`src/sv/pctd_pkg.sv`:
```
// Shared types, codes and helpers for the percent decoder.
// Used by every module of the percent_decoder_unit block; depends on nothing.
package pctd_pkg;

	// ASCII percent sign
	localparam logic [7:0] PCT_CHAR = 8'h25;

	// Result buffer geometry
	localparam int unsigned BUF_DEPTH = 4;
	localparam int unsigned BUF_AW    = $clog2(BUF_DEPTH);

	typedef enum logic [1:0] {
		PH_IDLE = 2'd0,
		PH_PCT  = 2'd1,
		PH_HEX  = 2'd2
	} phase_t;

	typedef struct packed {
		logic [7:0] in_byte;
		logic       final_byte;
	} in_item_t;

	typedef struct packed {
		logic [7:0] out_byte;
		logic       run_end;
		logic       text_end;
	} out_item_t;

	// Outcome of one decode step
	typedef struct packed {
		logic [1:0] n;
		out_item_t  r0;
		out_item_t  r1;
		phase_t     phase_nx;
		logic [3:0] held_nx;
	} step_t;

	// Hex digit test: bit 4 flags a digit, bits 3:0 hold its value
	function automatic logic [4:0] hex_value(input logic [7:0] b);
		logic [4:0] r;
		r = 5'd0;
		if (b >= 8'h30 && b <= 8'h39) begin
			r = {1'b1, b[3:0]};
		end else if ((b >= 8'h61 && b <= 8'h66) || (b >= 8'h41 && b <= 8'h46)) begin
			r = {1'b1, b[3:0] + 4'd9};
		end
		return r;
	endfunction

endpackage

```
`src/sv/pctd_step.sv`:
```
// Combinational decode step: one input byte against the pending escape state.
// Depends on pctd_pkg.
module pctd_step (
	input  pctd_pkg::in_item_t  item,
	input  pctd_pkg::phase_t    phase,
	input  logic [3:0]          held,
	output pctd_pkg::step_t     step
);
	import pctd_pkg::*;

	logic [4:0] hx;
	logic       fin;
	logic [7:0] b;
	logic [7:0] by0;
	logic [7:0] by1;
	logic [1:0] n;
	phase_t     ph_nx;
	logic [3:0] held_nx;

	assign b   = item.in_byte;
	assign fin = item.final_byte;
	assign hx  = hex_value(b);

	// Decide the emitted bytes and next phase
	always_comb begin
		by0     = b;
		by1     = b;
		n       = 2'd0;
		ph_nx   = PH_IDLE;
		held_nx = held;
		unique case (phase)
			PH_PCT: begin
				if (fin) begin
					by0 = PCT_CHAR;
					n   = 2'd2;
				end else if (hx[4]) begin
					held_nx = hx[3:0];
					ph_nx   = PH_HEX;
				end else if (b == PCT_CHAR) begin
					by0   = PCT_CHAR;
					n     = 2'd1;
					ph_nx = PH_PCT;
				end else begin
					by0 = PCT_CHAR;
					n   = 2'd2;
				end
			end
			PH_HEX: begin
				by0 = hx[4] ? {held, hx[3:0]} : {4'd0, held};
				n   = 2'd1;
			end
			default: begin
				if (b == PCT_CHAR && !fin) begin
					ph_nx = PH_PCT;
				end else begin
					n = 2'd1;
				end
			end
		endcase
		if (fin) begin
			ph_nx   = PH_IDLE;
			held_nx = 4'd0;
		end
	end

	// Mark the last beat of this item
	always_comb begin
		step.n        = n;
		step.phase_nx = ph_nx;
		step.held_nx  = held_nx;
		step.r0       = '{out_byte: by0, run_end: (n == 2'd1),
		                  text_end: (n == 2'd1) && fin};
		step.r1       = '{out_byte: by1, run_end: 1'b1, text_end: fin};
	end

endmodule

```
`src/sv/pctd_rbuf.sv`:
```
// Small result buffer: takes up to two beats per cycle, sends one per cycle unless the result port stalls.
// Depends on pctd_pkg.
module pctd_rbuf (
	input  logic                 clk,
	input  logic                 arst_n,
	input  logic [1:0]           push_n,
	input  pctd_pkg::out_item_t  push0,
	input  pctd_pkg::out_item_t  push1,
	output logic                 room,
	output logic                 result_valid,
	input  logic                 result_stall,
	output pctd_pkg::out_item_t  result
);
	import pctd_pkg::*;

	out_item_t         mem_q [BUF_DEPTH];
	logic [BUF_AW-1:0] wr_q;
	logic [BUF_AW-1:0] rd_q;
	logic [BUF_AW:0]   cnt_q;
	logic              pop;
	logic [BUF_AW-1:0] wr1;

	assign pop          = result_valid && !result_stall;
	assign result_valid = (cnt_q != '0);
	assign result       = mem_q[rd_q];
	assign wr1          = wr_q + BUF_AW'(1);
	// Room for a two-beat item regardless of this cycle's pop
	assign room         = (cnt_q <= (BUF_AW+1)'(BUF_DEPTH - 2));

	// Store pushed beats
	always_ff @(posedge clk) begin
		if (push_n != 2'd0) begin
			mem_q[wr_q] <= push0;
		end
		if (push_n == 2'd2) begin
			mem_q[wr1] <= push1;
		end
	end

	// Advance pointers and fill count
	always_ff @(posedge clk or negedge arst_n) begin
		if (!arst_n) begin
			wr_q  <= '0;
			rd_q  <= '0;
			cnt_q <= '0;
		end else begin
			wr_q  <= wr_q + BUF_AW'(push_n);
			rd_q  <= rd_q + BUF_AW'(pop);
			cnt_q <= cnt_q + (BUF_AW+1)'(push_n) - (BUF_AW+1)'(pop);
		end
	end

endmodule

```
`src/sv/percent_decoder_unit.sv`:
```
// Top level of the streaming percent decoder.
// Depends on pctd_pkg, pctd_step and pctd_rbuf.
//
// Bytes enter one per beat, registered into one input stage; the decode
// step runs combinationally from that register into a four-beat result
// buffer. An item is taken every cycle while the buffer has room for two
// beats, so plain text flows at one byte per cycle unless the result port
// stalls, passing the input register and then the buffer on its way out.
// An item yields zero, one or two result beats; as the result port sends
// at most one beat per cycle, a run of two-beat items is paced by that port.
module percent_decoder_unit (
	input  logic                 clk,
	input  logic                 arst_n,
	input  logic                 item_valid,
	output logic                 item_stall,
	input  pctd_pkg::in_item_t   item,
	output logic                 result_valid,
	input  logic                 result_stall,
	output pctd_pkg::out_item_t  result
);
	import pctd_pkg::*;

	in_item_t   item_s1;
	logic       valid_s1;
	phase_t     phase_q;
	logic [3:0] held_q;
	step_t      step;
	logic       room;
	logic       adv;
	logic [1:0] push_n;

	assign adv        = valid_s1 && room;
	assign item_stall = valid_s1 && !room;
	assign push_n     = adv ? step.n : 2'd0;

	// Input stage payload
	always_ff @(posedge clk) begin
		if (item_valid && !item_stall) begin
			item_s1 <= item;
		end
	end

	// Input stage valid and decode state
	always_ff @(posedge clk or negedge arst_n) begin
		if (!arst_n) begin
			valid_s1 <= 1'b0;
			phase_q  <= PH_IDLE;
			held_q   <= 4'd0;
		end else begin
			if (!item_stall) begin
				valid_s1 <= item_valid;
			end
			if (adv) begin
				phase_q <= step.phase_nx;
				held_q  <= step.held_nx;
			end
		end
	end

	pctd_step u_step (
		.item  (item_s1),
		.phase (phase_q),
		.held  (held_q),
		.step  (step)
	);

	pctd_rbuf u_rbuf (
		.clk          (clk),
		.arst_n       (arst_n),
		.push_n       (push_n),
		.push0        (step.r0),
		.push1        (step.r1),
		.room         (room),
		.result_valid (result_valid),
		.result_stall (result_stall),
		.result       (result)
	);

endmodule

```
`config.mk`:
```
export PLATFORM = sky130hd
export DESIGN_NAME = percent_decoder_unit
export DESIGN_NICKNAME = d
export VERILOG_FILES = /design/src/sv/pctd_pkg.sv /design/src/sv/pctd_step.sv /design/src/sv/pctd_rbuf.sv /design/src/sv/percent_decoder_unit.sv
export SDC_FILE = /design/constraint.sdc
export NUM_CORES = 1
export LEC_CHECK = 0
export CAP_MARGIN = 30
export CORE_MARGIN = 2
export CORE_UTILIZATION = 44
export CTS_CLUSTER_DIAMETER = 30
export CTS_CLUSTER_SIZE = 28
export DETAILED_ROUTE_END_ITERATION = 12
export DONT_BUFFER_PORTS = 1
export SLEW_MARGIN = 25
export SYNTH_ARGS = -nofsm -noshare
export SYNTH_HDL_FRONTEND = slang
export SYNTH_SLANG_ARGS = --single-unit
```
`constraint.sdc`:
```
create_clock -name clk -period 6.4 [get_ports clk]
set_input_delay 0.64 -clock clk [delete_from_list [all_inputs] [get_ports clk]]
set_output_delay 0.64 -clock clk [all_outputs]
set_load 0.01 [all_outputs]
```
==> results.cfg, run 1 <==
[timing]
setup_viol = 0
worst_pin_slew_ns = 0.801
drv_slew = 0
final.min_clock_period_ns = 3.33
fin_tns_setup_ns = 0
skew_ns = 0.00810
slew_headroom_pct = 46.2
fmax_mhz = 301
finalHoldViolations = 0
period_share_pct = 52.0
rsz0062_at_grt = no

[route]
m1WireLength_um = 3670
met2_length_um = 3860
avgRoutedWirePerCell_um = 19.5
via_count = 2566
routed.top_layer = met4
wirelength_um = 8070
dr.pass1.iters = 5
post-route-drc-count = 0
wl_met3_um = 446
ant_nets = 0
viasPerCell = 6.20
drtIter0Drc = 307

[finish]
antenna_cells = 0
nFillCells = 702
multi_input_area_um2 = 1630
ff_latch_area_um2 = 1780
num-nets-final = 332
drive_gt1_share_pct = 11.5
final_cell_area_um2 = 3830
area_growth_pct = 7.71

[placement]
port_buffers = 0
dpl.hpwl_um = 6060
dpl_cell_area_um2 = 3620
place.gp.congestion = 0.834

[clock_network]
clk_pin_slew_ns = 0.07
clock-root-buffer = clkbuf_8
ctsLongestPathBuffers = 2
cts_tree = done
clk_latency_ns = 0.34
cts-buffers-inserted = 9
cts_max_level = 3
clock_sinks = 63
post_cts_buffers = 0

[global_routing]
antenna_found_initial = 0
grt_pass1_wl_um = 12900
overflow = 0
grt_pass1_vias = 2387
gr-usage-all-layers_pct = 19.6
grt_start_max_net_pins = 19

[critical_path]
rrSetupSlack_ns = 3.07
rr_endpoint = u_rbuf.mem_q[2][9]
crit_required_ns = 6.37
crit_buf_inv = 1
worstSetupPathType = register to register
arrival_ns = 3.29
slowest_stage = o21ai_1
path_cells = inv_1, ha_1, nor4b_2, a21oi_1, o211a_1, nand2_1, o21ai_1
slowest_delay_ns = 0.72
critical-path-top-delay-family = compound AO/OA/AOI/OAI gates
critPathMaxFanout = 13
crit-reg2reg-launch = item_s1[2]
cp-end-kind = register
worstSetupStartpointType = register
worst-r2r-cell-count = 7

[hold_path]
hp-start = item[1]
hold_path_depth = 0
hold_path_end = item_s1[1]
hp-class = input port to register

[floorplan]
dieArea_um2 = 8810
initial_core_util_pct = 45.7
io-pin-count = 25
row_count = 32
core_area_um2 = 7770
die_w_um = 93.9
die_y_um = 93.9

[run_status]
outcome = finished clean

[yosys]
yosys_warnings = 0
syn_nets = 334
ys_async_sr_fraction_pct = 22.2
yosysSeqAreaShare_pct = 50.2
syn_area_um2 = 3550
synth.distinct_cells = 62
avgSynthCellArea_um2 = 11.5
synth_ff_type = edfxtp_1
ys_seq_elements = 63
syn_inst = 309
synth-edff-count = 45

[run]
cap_violations = 0

[power]
leakage_nw = 1.39
vdd.ir_drop.worst_uv = 275
power_density_nw_per_um2 = 400
-- state kept, by name (all words and copies together), names as in the netlist --
signal        cells
item_s1           9
u_rbuf.cnt_q      3
phase_q           2
u_rbuf.mem_q     40
held_q            4
u_rbuf.rd_q       2
u_rbuf.wr_q       2
valid_s1          1
-- how the worst max path moves through the flow --
stage	startpoint	cells after the start	slack, ns	endpoint
floorplan	phase_q[0]	13	3.48	u_rbuf.cnt_q[2]
global placement	item_s1[1]	7	2.93	u_rbuf.mem_q[2][6]
detailed placement	item_s1[1]	7	3.15	u_rbuf.mem_q[2][8]
CTS	item_s1[1]	7	3.13	u_rbuf.mem_q[2][9]
global route	item_s1[2]	7	2.84	u_rbuf.mem_q[2][2]
finish	item_s1[2]	7	3.07	u_rbuf.mem_q[2][9]
-- through the flow --
stage,setup slack (ns),instances,utilization [%],total power [mW],hold WS [ns]
after detailed placement,3.15,397,46.6,1.21,0.345
after floorplan,3.48,309,-,1.07,0.344
after global placement,2.93,397,46.6,1.19,0.345
final,3.07,414,49.3,1.53,0.391
after global routing,2.84,414,49.3,1.63,0.375
after CTS,3.13,414,49.3,1.55,0.377
-- Yosys cell counts, types with 3 or more instances --
cell,count,area share [%]
a21o_1,3,0.63
a21oi_1,17,2.4
a22o_1,19,4.7
a31oi_1,4,0.70
and2_1,3,0.53
and3_1,4,0.70
buf_2,6,0.85
clkbuf_1,9,0.95
dfrtp_1,14,9.9
dfxtp_1,4,2.3
edfxtp_1,45,38
ha_1,11,3.9
inv_1,17,1.8
mux4_2,10,6.3
nand2_1,18,1.9
nand2b_1,4,0.70
nand3_1,10,1.4
nor2_1,19,2.0
nor3_1,7,0.99
o21a_1,3,0.63
o21ai_0,17,2.4
o21ai_1,3,0.42
o21bai_1,3,0.63
o221ai_1,4,0.99
o22a_1,5,1.2
o2bb2ai_1,4,0.99
xnor2_1,3,0.74
-- cells by family (layout without fill, tap and decap cells) --
| logic type | after synthesis | after routing | share of synthesized area (%) |
|---|---|---|---|
| compound gates | 104 | 104 | 21.6 |
| xor+xnor | 5 | 5 | 1.23 |
| fa+ha+maj | 12 | 12 | 4.44 |
| buf+inv | 33 | 36 | 3.91 |
| flops | 63 | 63 | 50.2 |
| mux | 11 | 11 | 6.62 |
| simple gates | 81 | 81 | 12.1 |
-- worst register-to-register path, cell delays in order, from the launching register on --
cell and delay (ns):
edfxtp_1 0.51, inv_1 0.16, ha_1 0.25, nor4b_2 0.18, a21oi_1 0.35, o211a_1 0.47, nand2_1 0.32, o21ai_1 0.72
-- cell type report --
class	instances	share of cell area, %
Clock buffer	9	3.24
Clock inverter	7	1.90
Inverter	17	1.67
Multi-Input combinational cell	213	42.6
Sequential cell	63	46.6
Tap cell	102	3.34
Timing Repair Buffer	3	0.654
-- cells in the final DEF, fill, tap and decap left out, types with 9 or more instances in the layout --
| cell | n |
|---|---|
| a22o_1 | 19 |
| nor2_1 | 19 |
| nand3_1 | 10 |
| edfxtp_1 | 45 |
| nand2_1 | 18 |
| dfrtp_1 | 14 |
| ha_1 | 11 |
| clkbuf_8 | 9 |
| a21oi_1 | 17 |
| inv_1 | 17 |
| mux4_2 | 10 |
| o21ai_0 | 16 |
-- timing repair --
item	CTS	global route
gates resized for setup	0	0
hold buffers	1	0
endpoints found under the hold margin	14	0
-- power breakdown --
part	total (mW)	switching, mW	internal, mW	leakage, nW
logic	0.498	0.290	0.208	0.672
clock network	0.339	0.159	0.180	0.0956
registers	0.695	0.131	0.565	0.625
total	1.53	0.580	0.952	1.39
-- per-layer routing --
metal | track usage [%] | up-vias
met1 | 26.8 | 1253
met4 | 6.16 | 0
met2 | 31.0 | 108
met5 | 0 | -
li1 | - | 1197
met3 | 4.74 | 8
(Power assumes the default switching activity.)
==> inputs of run 2 (changes only) <==
- clock period: 6.4 -> 2.9 ns (I/O delays scaled with it)
==> run 2 against run 1 <==
Die area stayed put. Critical path type unchanged. Power is 140% higher. Worst setup slack lost 3.0 ns. Cell area rose by 6.6%. Count of clock-buffer cells in the layout is the same. Cell count up 5.8%. Sequential cell count is the same. Clock skew shrank 0.0013 ns. Critical path depth did not move. Maximum frequency grew 19%. Register-to-register slack lost 3.0 ns.
==> results.cfg, run 2 (same netlist as run 1, synthesis figures left out) <==
[run_status]
outcome = finished clean

[hold_path]
hp-start = item[3]
hp-class = input port to register
hold_path_depth = 0
hold_path_end = item_s1[3]

[clock_network]
clk_pin_slew_ns = 0.07
clk_latency_ns = 0.34
cts_max_level = 3
cts_tree = done
clock-root-buffer = clkbuf_8
ctsLongestPathBuffers = 2
cts-buffers-inserted = 9
clock_sinks = 63

[route]
via_count = 2580
ant_nets = 0
drtIter0Drc = 146
avgRoutedWirePerCell_um = 18.6
dr.pass1.iters = 4
viasPerCell = 5.89
wirelength_um = 8150
post-route-drc-count = 0

[finish]
largest-register = u_rbuf.mem_q
final_cell_area_um2 = 4080
final_core_util_pct = 52.5
layoutNonFillerInstCount = 438
antenna_cells = 0
largest_registers = u_rbuf.mem_q: 40 flops, item_s1: 9 flops, held_q: 4 flops
largest_reg_flops = 40
area_growth_pct = 14.8
layout_common_cells = 45 x edfxtp_1, 26 x buf_4, 19 x nor2_1, 19 x a22o_1, 18 x nand2_1
layout_commonest_cell = edfxtp_1
drive_gt1_share_pct = 18.8
num-nets-final = 356

[timing]
period_share_pct = 96.7
slew_headroom_pct = 53.3
worst_pin_slew_ns = 0.700
skew_ns = 0.00678
fmax_mhz = 357
finalHoldViolations = 0
setup_viol = 0
final.min_clock_period_ns = 2.80
drv_slew = 0

[critical_path]
worstSetupPathType = register to register
crit_required_ns = 2.99
crit-reg2reg-launch = item_s1[4]
rrSetupSlack_ns = 0.1
crit_start = item_s1[4]
arrival_ns = 2.89
worstSetupStartpointType = register
rr_endpoint = u_rbuf.mem_q[3][3]
critPathMaxFanout = 10
worst-r2r-cell-count = 7
cp-end-kind = register

[floorplan]
dieArea_um2 = 8810
io-pin-count = 25
core_area_um2 = 7770
die_y_um = 93.9
row_count = 32
initial_core_util_pct = 45.7
die_w_um = 93.9

[global_routing]
grt_start_max_net_pins = 15
antenna_found_initial = 0
gr-usage-all-layers_pct = 19.7
grt_pass1_vias = 2549
grt_pass1_wl_um = 13100
overflow = 0

[placement]
dpl.hpwl_um = 6190
port_buffers = 0
placedCellCount = 419
dpl_cell_area_um2 = 3790
place.gp.congestion = 0.927

[power]
vdd.ir_drop.worst_uv = 630
power_density_nw_per_um2 = 894
leakage_nw = 1.54

[run]
cap_violations = 0
run 2: metal layers:
layer  part of all wire (%)  vias up  track usage (%)
li1                       -     1244                -
met1                     46     1245             27.2
met2                     48       83             31.0
met3                    5.3        8             3.29
met5                      0        -                0
met4                    1.2        0             7.97
run 2: layout make-up:
cell class                      instances  area, um2
Clock buffer                            9        124
Clock inverter                          7        111
Fill cell                             699       3690
Inverter                               17       63.8
Multi-Input combinational cell        213       1660
Sequential cell                        63       1780
Tap cell                              102        128
Timing Repair Buffer                   27        205
run 2: report_power, final:
group | internal (mW) | total, mW | switching, mW
clock | 0.565 | 0.901 | 0.336
sequential | 1.24 | 1.50 | 0.253
combinational | 0.542 | 1.25 | 0.708
run 2: stage by stage:
| step | hold WS (ns) | setup slack (ns) | TNS, ns | power (mW) |
|---|---|---|---|---|
| floorplan | -0.00559 | 0.0292 | 0 | 2.37 |
| global placement | -0.00504 | 0.103 | 0 | 2.72 |
| detailed placement | -0.00517 | 0.0746 | 0 | 2.74 |
| CTS | 0.0294 | 0.0661 | 0 | 3.65 |
| global route | 0.0191 | -0.0366 | -0.0515 | 3.89 |
| finish | 0.0426 | 0.0955 | 0 | 3.65 |
run 2: critical path, cell delays in order, from the launching register on:
cell and delay, ns:
edfxtp_1 0.54, nor4b_1 0.56, nand3_2 0.17, o211a_1 0.29, buf_4 0.18, nor2_2 0.31
nor2_1 0.22, a22o_1 0.28
run 2: how the worst max path moves through the flow:
stage | end | slack (ns) | cells past startpoint
floorplan | u_rbuf.cnt_q[2] | 0.03 | 13
global placement | u_rbuf.cnt_q[2] | 0.10 | 10
detailed placement | u_rbuf.cnt_q[2] | 0.07 | 11
CTS | u_rbuf.cnt_q[2] | 0.07 | 11
global route | u_rbuf.cnt_q[2] | -0.04 | 11
finish | u_rbuf.mem_q[3][3] | 0.1 | 7
run 2: what timing repair did:
| action | CTS | global route |
|---|---|---|
| hold endpoints to repair | 14 | 0 |
| hold buffers | 1 | 0 |
| resized for setup | 0 | 4 |
| endpoints found under the setup margin | 0 | 55 |
| setup buffers | 0 | 2 |
